===== src/rtl/ssps_pkg.sv =====
// ----------------------------------------------------------------------------
// ssps_pkg
// Shared types and constants for the servo sweep pass sequencer.
// ----------------------------------------------------------------------------
package ssps_pkg;

   // request codes carried in req_type
   typedef enum logic [2:0] {
      REQ_TICK      = 3'd0,
      REQ_RESET     = 3'd1,
      REQ_SWEEP_ON  = 3'd2,
      REQ_SWEEP_OFF = 3'd3,
      REQ_SET_ANGLE = 3'd4
   } req_code_type;

   // configuration register indexes
   typedef enum logic [1:0] {
      CSR_STEP_PERIOD = 2'd0,
      CSR_STEP_DEG    = 2'd1,
      CSR_SPINUP_HOLD = 2'd2,
      CSR_FAN_PCT     = 2'd3
   } csr_index_type;

   localparam int CSR_DATA_W = 16;

   // register reset values
   localparam logic [15:0] STEP_PERIOD_RST = 16'd1000;
   localparam logic [7:0]  STEP_DEG_RST    = 8'd5;
   localparam logic [15:0] SPINUP_HOLD_RST = 16'd5000;
   localparam logic [6:0]  FAN_PCT_RST     = 7'd100;

   localparam logic [6:0]  FAN_DUTY_MAX    = 7'd100;
   localparam logic [15:0] COUNT_TOP       = 16'hFFFF;

   typedef struct packed {
      logic [2:0]         req_type;
      logic signed [15:0] angle_request;
   } req_word_type;

   typedef struct packed {
      logic [7:0]  angle_now;
      logic [15:0] pass_count;
      logic        fan_on;
      logic [6:0]  fan_duty;
      logic        hold_active;
      logic        pass_done;
   } rsp_word_type;

endpackage


===== src/rtl/servo_sweep_pass_sequencer_unit.sv =====
// ----------------------------------------------------------------------------
// servo_sweep_pass_sequencer_unit
// Servo sweep sequencer with pass counting, fan enable and spin-up hold.
// ----------------------------------------------------------------------------
// Usage:
//   req channel takes one word per tick or command (req_valid / req_stall).
//   rsp channel returns exactly one status word per request word, in order.
//   csr port writes step period, step size, spin-up hold and fan duty; write
//   only while no request is in flight.
// Path: a taken request word goes into the request register; the state update
//   then writes its status word into the response register, which drives rsp.
// Throughput: one word per cycle when rsp_stall is low; sweep state is read
//   and written in the same cycle by the update stage, so no bubble is needed.
// Reset: sweep on, angle 0, moving up, count and hold cleared, registers back
//   to their defaults, both pipeline stages empty.
// Stall: when rsp_stall holds a word, the request register fills and then
//   req_stall rises; nothing is dropped and the held word stays stable.
// ----------------------------------------------------------------------------
module servo_sweep_pass_sequencer_unit
   import ssps_pkg::*;
#(
   parameter int ANGLE_MAX = 180
) (
   input  logic                  clock,
   input  logic                  reset,
   input  logic                  req_valid,
   output logic                  req_stall,
   input  req_word_type          req_data,
   output logic                  rsp_valid,
   input  logic                  rsp_stall,
   output rsp_word_type          rsp_data,
   input  logic                  csr_wr_en,
   input  logic [1:0]            csr_index,
   input  logic [CSR_DATA_W-1:0] csr_wdata
);

   localparam logic signed [9:0] AngleMaxS = 10'(ANGLE_MAX);
   localparam logic [15:0]       AngleMaxW = 16'(ANGLE_MAX);
   localparam logic [7:0]        AngleMaxB = 8'(ANGLE_MAX);

   // configuration
   logic [15:0] step_period_ff;
   logic [7:0]  step_deg_ff;
   logic [15:0] spinup_hold_ff;
   logic [6:0]  fan_pct_ff;

   // pipeline
   logic         s1_valid_ff;
   req_word_type s1_word_ff;
   logic         rsp_valid_ff;
   rsp_word_type rsp_word_ff, rsp_word_in;

   // sweep state
   logic [7:0]  angle_ff, angle_in;
   logic        down_ff, down_in;
   logic [15:0] pass_ff, pass_in;
   logic        sweep_ff, sweep_in;
   logic [15:0] hold_ff, hold_in;
   logic        pending_ff, pending_in;
   logic [15:0] tss_ff, tss_in;

   logic        out_ready, s1_move;
   logic        done;
   logic [15:0] tss_inc, hold_dec;
   logic signed [9:0] step_next;
   logic [6:0]  duty;

   assign out_ready = !rsp_valid_ff || !rsp_stall;
   assign s1_move   = s1_valid_ff && out_ready;
   assign req_stall = s1_valid_ff && !out_ready;
   assign rsp_valid = rsp_valid_ff;
   assign rsp_data  = rsp_word_ff;

   always_ff @(posedge clock) begin
      if (reset) begin
         step_period_ff <= STEP_PERIOD_RST;
         step_deg_ff    <= STEP_DEG_RST;
         spinup_hold_ff <= SPINUP_HOLD_RST;
         fan_pct_ff     <= FAN_PCT_RST;
      end else if (csr_wr_en) begin
         unique case (csr_index)
            CSR_STEP_PERIOD: step_period_ff <= csr_wdata;
            CSR_STEP_DEG:    step_deg_ff    <= csr_wdata[7:0];
            CSR_SPINUP_HOLD: spinup_hold_ff <= csr_wdata;
            CSR_FAN_PCT:     fan_pct_ff     <= csr_wdata[6:0];
            default: ;
         endcase
      end
   end

   always_ff @(posedge clock) begin
      if (reset) begin
         s1_valid_ff  <= 1'b0;
         rsp_valid_ff <= 1'b0;
         angle_ff     <= '0;
         down_ff      <= 1'b0;
         pass_ff      <= '0;
         sweep_ff     <= 1'b1;
         hold_ff      <= '0;
         pending_ff   <= 1'b0;
         tss_ff       <= '0;
      end else begin
         if (!req_stall)
            s1_valid_ff <= req_valid;
         if (out_ready)
            rsp_valid_ff <= s1_valid_ff;
         if (s1_move) begin
            angle_ff   <= angle_in;
            down_ff    <= down_in;
            pass_ff    <= pass_in;
            sweep_ff   <= sweep_in;
            hold_ff    <= hold_in;
            pending_ff <= pending_in;
            tss_ff     <= tss_in;
         end
      end
   end

   always_ff @(posedge clock) begin
      if (!req_stall)
         s1_word_ff <= req_data;
      if (s1_move)
         rsp_word_ff <= rsp_word_in;
   end

   assign tss_inc   = (tss_ff == COUNT_TOP) ? tss_ff : tss_ff + 16'd1;
   assign hold_dec  = (hold_ff != '0) ? hold_ff - 16'd1 : hold_ff;
   assign step_next = down_ff ? $signed({2'b00, angle_ff}) - $signed({2'b00, step_deg_ff})
                              : $signed({2'b00, angle_ff}) + $signed({2'b00, step_deg_ff});
   assign duty      = (fan_pct_ff > FAN_DUTY_MAX) ? FAN_DUTY_MAX : fan_pct_ff;

   always_comb begin
      angle_in   = angle_ff;
      down_in    = down_ff;
      pass_in    = pass_ff;
      sweep_in   = sweep_ff;
      hold_in    = hold_ff;
      pending_in = pending_ff;
      tss_in     = tss_ff;
      done       = 1'b0;

      unique case (s1_word_ff.req_type)
         REQ_TICK: begin
            tss_in  = tss_inc;
            hold_in = hold_dec;
            if (sweep_ff) begin
               if (pending_ff) begin
                  // hold expiry restarts the step period without stepping
                  if (hold_dec == '0) begin
                     pending_in = 1'b0;
                     tss_in     = '0;
                  end
               end else if (tss_inc >= step_period_ff) begin
                  tss_in = '0;
                  if (step_next >= AngleMaxS) begin
                     angle_in = AngleMaxB;
                     down_in  = 1'b1;
                     done     = 1'b1;
                  end else if (step_next <= 10'sd0) begin
                     angle_in = '0;
                     down_in  = 1'b0;
                     done     = 1'b1;
                  end else begin
                     angle_in = step_next[7:0];
                  end
                  if (done && pass_ff != COUNT_TOP) begin
                     pass_in = pass_ff + 16'd1;
                     // spin-up hold only on the first pass
                     if (pass_ff == '0) begin
                        hold_in    = spinup_hold_ff;
                        pending_in = 1'b1;
                     end
                  end
               end
            end
         end
         REQ_RESET: begin
            angle_in   = '0;
            down_in    = 1'b0;
            pass_in    = '0;
            sweep_in   = 1'b1;
            hold_in    = '0;
            pending_in = 1'b0;
            tss_in     = '0;
         end
         REQ_SWEEP_ON:  sweep_in = 1'b1;
         REQ_SWEEP_OFF: sweep_in = 1'b0;
         REQ_SET_ANGLE: begin
            sweep_in = 1'b0;
            if (s1_word_ff.angle_request[15])
               angle_in = '0;
            else if (s1_word_ff.angle_request > AngleMaxW)
               angle_in = AngleMaxB;
            else
               angle_in = s1_word_ff.angle_request[7:0];
         end
         default: ;
      endcase

      rsp_word_in.angle_now   = angle_in;
      rsp_word_in.pass_count  = pass_in;
      rsp_word_in.fan_on      = (pass_in != '0);
      rsp_word_in.fan_duty    = (pass_in != '0) ? duty : '0;
      rsp_word_in.hold_active = pending_in && (hold_in != '0);
      rsp_word_in.pass_done   = done;
   end

endmodule

===== config.mk =====
export PLATFORM = sky130hd
export DESIGN_NAME = servo_sweep_pass_sequencer_unit
export DESIGN_NICKNAME = d
export VERILOG_FILES = /design/src/rtl/ssps_pkg.sv /design/src/rtl/servo_sweep_pass_sequencer_unit.sv
export SDC_FILE = /design/constraint.sdc
export NUM_CORES = 1
export LEC_CHECK = 0
export BUFFER_PORTS_ARGS = -buffer_cell sky130_fd_sc_hd__buf_2
export CAP_MARGIN = 0
export CORE_ASPECT_RATIO = 1.2
export CORE_MARGIN = 1
export CORE_UTILIZATION = 60
export DETAILED_ROUTE_END_ITERATION = 10
export PLACE_DENSITY = 0.8
export SYNTH_ARGS = -nofsm -noshare
export SYNTH_HDL_FRONTEND = slang
export SYNTH_SLANG_ARGS = --single-unit

===== constraint.sdc =====
create_clock -name clock -period 13.29 [get_ports clock]
set_input_delay 1.9935 -clock clock [delete_from_list [all_inputs] [get_ports clock]]
set_output_delay 1.9935 -clock clock [all_outputs]
set_load 0.05 [all_outputs]

==> flow_metrics.env <==
export IMPL_clkSinkCount=161
export IMPL_clock_skew_ns=0.00829
export IMPL_rr_endpoint="rsp_data[4]"
export IMPL_grtUsageMet1_pct=34.0
export IMPL_io_pins=78
export IMPL_cts_tree="built"
export IMPL_slew_headroom_pct=25.0
export IMPL_arrival_ns=5.96
export IMPL_hold_end="step_period_ff[12]"
export IMPL_gr_usage_met2_pct=52.7
export IMPL_via_per_inst=6.11
export IMPL_drc=0
export IMPL_postCtsSetupRepairBufs=0
export IMPL_die_y_um=136
export IMPL_ys_warn_count=0
export IMPL_synth_compound_gate_area_share_pct=19.5
export IMPL_grt_pass1_wl_mm=36.2
export IMPL_worstSkewPairLatency_ns=0.44
export IMPL_endpoint_kind="flop"
export IMPL_synthSimpleGateAreaFrac_pct=22.9
export IMPL_synth_edf_count=53
export IMPL_grt_pass1_vias=7519
export IMPL_vias=8041
export IMPL_tightest_slew_ns=1.12
export IMPL_areaGrowthSynthToFinish_pct=11.9
export IMPL_worstReg2RegStart="tss_ff[3]"
export IMPL_avgSynthCellArea_sq_um=8.48
export IMPL_ctsRootBufferMaster="clkbuf_16"
export IMPL_setup_violations=0
export IMPL_hold_depth=2
export IMPL_place_area_sq_um=9430
export IMPL_grt_antenna_before_repair=0
export IMPL_utilization_pct=69.2
export IMPL_core_sq_um=14500
export IMPL_cts_buffer_depth=2
export IMPL_fillCellCount=1170
export IMPL_async_flop_share_pct=0
export IMPL_cts_hold_buf=0
export IMPL_place_hpwl_mm=16.2
export IMPL_grt_setup_unrepaired="no"
export IMPL_power_density_nw_per_um2=116
export IMPL_ff2ff_path_depth=18
export IMPL_synth_flop_cell="dfxtp_1"
export IMPL_p_sw_share_pct=26.3
export IMPL_status="completed"
export IMPL_seq_area_frac_synth_pct=41.8
export IMPL_period_needed_ns=5.80
export IMPL_min_path_type="flop to flop"
export IMPL_fin_nets=1185
export IMPL_synth_top_family_by_area="simple AND/OR/NAND/NOR gates"
export IMPL_p_clk_share_pct=44.3
export IMPL_synth_cell_types=76
export IMPL_ir_worst_vdd_uv=86.5
export IMPL_r2r_slack_ns=7.49
export IMPL_first_pass_iters=6
export IMPL_htreeDepth=4
export IMPL_leakage_uw=0.00403
export IMPL_drt_initial_drc_count=741
export IMPL_synth_ff_latch_count=161
export IMPL_wirelength_mm=22.7
export IMPL_critPathMaxFanout=14
export IMPL_critical_path_class="flop to flop"
export IMPL_placement_rows=48
export IMPL_cp_start_kind="flop"
export IMPL_final_cell_count_no_fill=1317
export IMPL_period_share_pct=43.7
export IMPL_ctsResizeCount=0
export IMPL_cts_clk_slew_worst_paths_ns=0.07
export IMPL_slew_viol_final=0
export IMPL_synth_cells=1060
export IMPL_wl_per_cell_um=17.2
export IMPL_crit_required_ns=13.45
export IMPL_die_w_um=114
export IMPL_internal_power_uw=862
export IMPL_grt_use_met3_pct=4.50
export IMPL_gr_total_overflow=0
export IMPL_numCtsBuffers=17
export IMPL_final_setup_tns_ns=0
export IMPL_syn_area_sq_um=8980
export IMPL_n_antenna_cell=0
export IMPL_place_congestion=1.00
export IMPL_maxCapViolCount=0
export IMPL_p_sw_uw=308
export IMPL_die_area_sq_um=15500
export IMPL_timing_fmax_mhz=172
export IMPL_worstHoldStart="step_period_ff[12]"
export IMPL_p_comb_share_pct=9.5
export IMPL_dp_cells=1285
export IMPL_fin_total_pwr_uw=1170
export IMPL_stdcell_area_sq_um=10100
export IMPL_grt_max_degree=57
export IMPL_io_buffers=77
export IMPL_postRouteAntennaNets=0
export IMPL_grt_usage_pct=30.1
export IMPL_drive_gt1_share_pct=12.7
export IMPL_synthMuxAreaShare_pct=2.59
export IMPL_synth_xor_area_share_pct=2.53
export IMPL_start_util_pct=61.8
export IMPL_hold_viol_final=0
export IMPL_synthAdderAreaFrac_pct=5.60
export IMPL_seq_power_share_pct=46.2
export IMPL_grt_busiest_layer="met2"
export IMPL_syn_nets=1141
## synth_stat cells (13+ instances only)
cell	n	area (sq um)
o21ai_0	45	225
a21oi_1	76	380
dfxtp_1	108	2160
a211oi_1	15	113
nor3_1	28	140
mux2i_1	21	210
nand2_1	161	604
a22oi_1	30	225
nor2b_1	13	81.3
clkbuf_1	47	176
a21o_1	15	113
edfxtp_1	53	1590
xnor2_1	14	123
nor2_1	119	447
nand3_1	23	115
inv_1	53	199
ha_1	37	463
o211ai_1	14	105
## registers in the layout, summed over array words and instances, names as in the netlist, 7 cells and up
register	count
s1_word_ff	19
hold_ff	16
angle_ff	8
rsp_data	34
fan_pct_ff	7
pass_ff	16
tss_ff	16
step_deg_ff	8
spinup_hold_ff	16
step_period_ff	16
## metrics by stage
stage | worst slack [ns] | hold WS, ns
final | 7.49 | 0.455
after CTS | 7.58 | 0.456
after global routing | 6.89 | 0.487
after floorplan | 8.25 | 0.436
after global placement | 7.76 | 0.443
after detailed placement | 7.62 | 0.447
## worst max-delay path by stage
stage / end / cells after the start / start
2_1_floorplan: req_stall / 2 / rsp_stall
3_3_place_gp: rsp_data[4] / 20 / tss_ff[3]
3_5_place_dp: rsp_data[4] / 20 / tss_ff[3]
4_1_cts: rsp_data[4] / 20 / tss_ff[3]
5_1_grt: rsp_data[4] / 20 / tss_ff[3]
6_report: rsp_data[4] / 18 / tss_ff[3]
## power by group through the flow
| stage | logic, uW | clock network (uW) | registers [uW] |
|---|---|---|---|
| after floorplan | 59.3 | 0 | 566 |
| after global placement | 108 | 0 | 550 |
| after detailed placement | 110 | 0 | 550 |
| after CTS | 110 | 522 | 540 |
| after global routing | 121 | 541 | 542 |
| final | 111 | 519 | 540 |
## logic make-up (layout without fill, tap and decap cells)
family	after synthesis	in the layout
xor+xnor	26	26
flops	161	161
fa+ha+maj	39	39
compound gates	264	264
buf+inv	113	170
mux	23	23
simple gates	434	434
## metal layers
| layer | routed length (um) | vias up | part of all wire, % |
|---|---|---|---|
| met5 | 0 | - | 0 |
| met4 | 1130 | 0 | 5.0 |
| met3 | 1170 | 94 | 5.2 |
| met2 | 11500 | 315 | 51 |
| met1 | 8900 | 3747 | 39 |
| li1 | - | 3885 | - |
## cells in the final DEF (no fill, tap or decap), types with 6 or more instances in the layout
cell	instances
clkbuf_16	17
nand4_1	11
o21ai_0	45
and4_1	6
or3_1	8
nand2b_1	9
inv_1	52
nand2_1	161
nor4_1	12
buf_4	8
ha_1	37
buf_2	77
a21oi_1	76
o211ai_1	14
a21o_1	15
nor3_1	28
nor2_1	119
a22oi_1	30
a211oi_1	15
xnor2_1	14
a31oi_1	10
nand3_1	23
edfxtp_1	53
dfxtp_1	108
and2_1	7
mux2i_1	21
nor2b_1	13
xor2_1	12
nand3b_1	7
## worst max-delay path, stage by stage (launching register included)
cell	delay (ns)
dfxtp_1	0.42
and3_1	0.20
and3_1	0.20
nand3_1	0.15
nor2_1	0.16
nand3_1	0.16
nor2_1	0.37
mux2_2	0.41
ha_1	0.28
a21o_1	0.11
a21oi_1	0.07
o21ai_0	0.31
a41o_1	0.37
nand2_1	0.20
a21oi_1	0.82
nand4_1	0.18
a31o_2	0.32
nor4_2	0.60
a22oi_1	0.18
## area by class of cell
| cell class | instances | area, sq um | share of cell area (%) |
|---|---|---|---|
| flip-flops and latches | 161 | 3750 | 37.3 |
| clock buffers | 17 | 425 | 4.23 |
| multi-input cells | 786 | 4780 | 47.6 |
| inverters | 53 | 199 | 1.98 |
| repair buffers | 85 | 445 | 4.43 |
| well taps | 200 | 250 | 2.49 |
| clock inverters | 15 | 196 | 1.95 |
(Power assumes the default switching activity.)
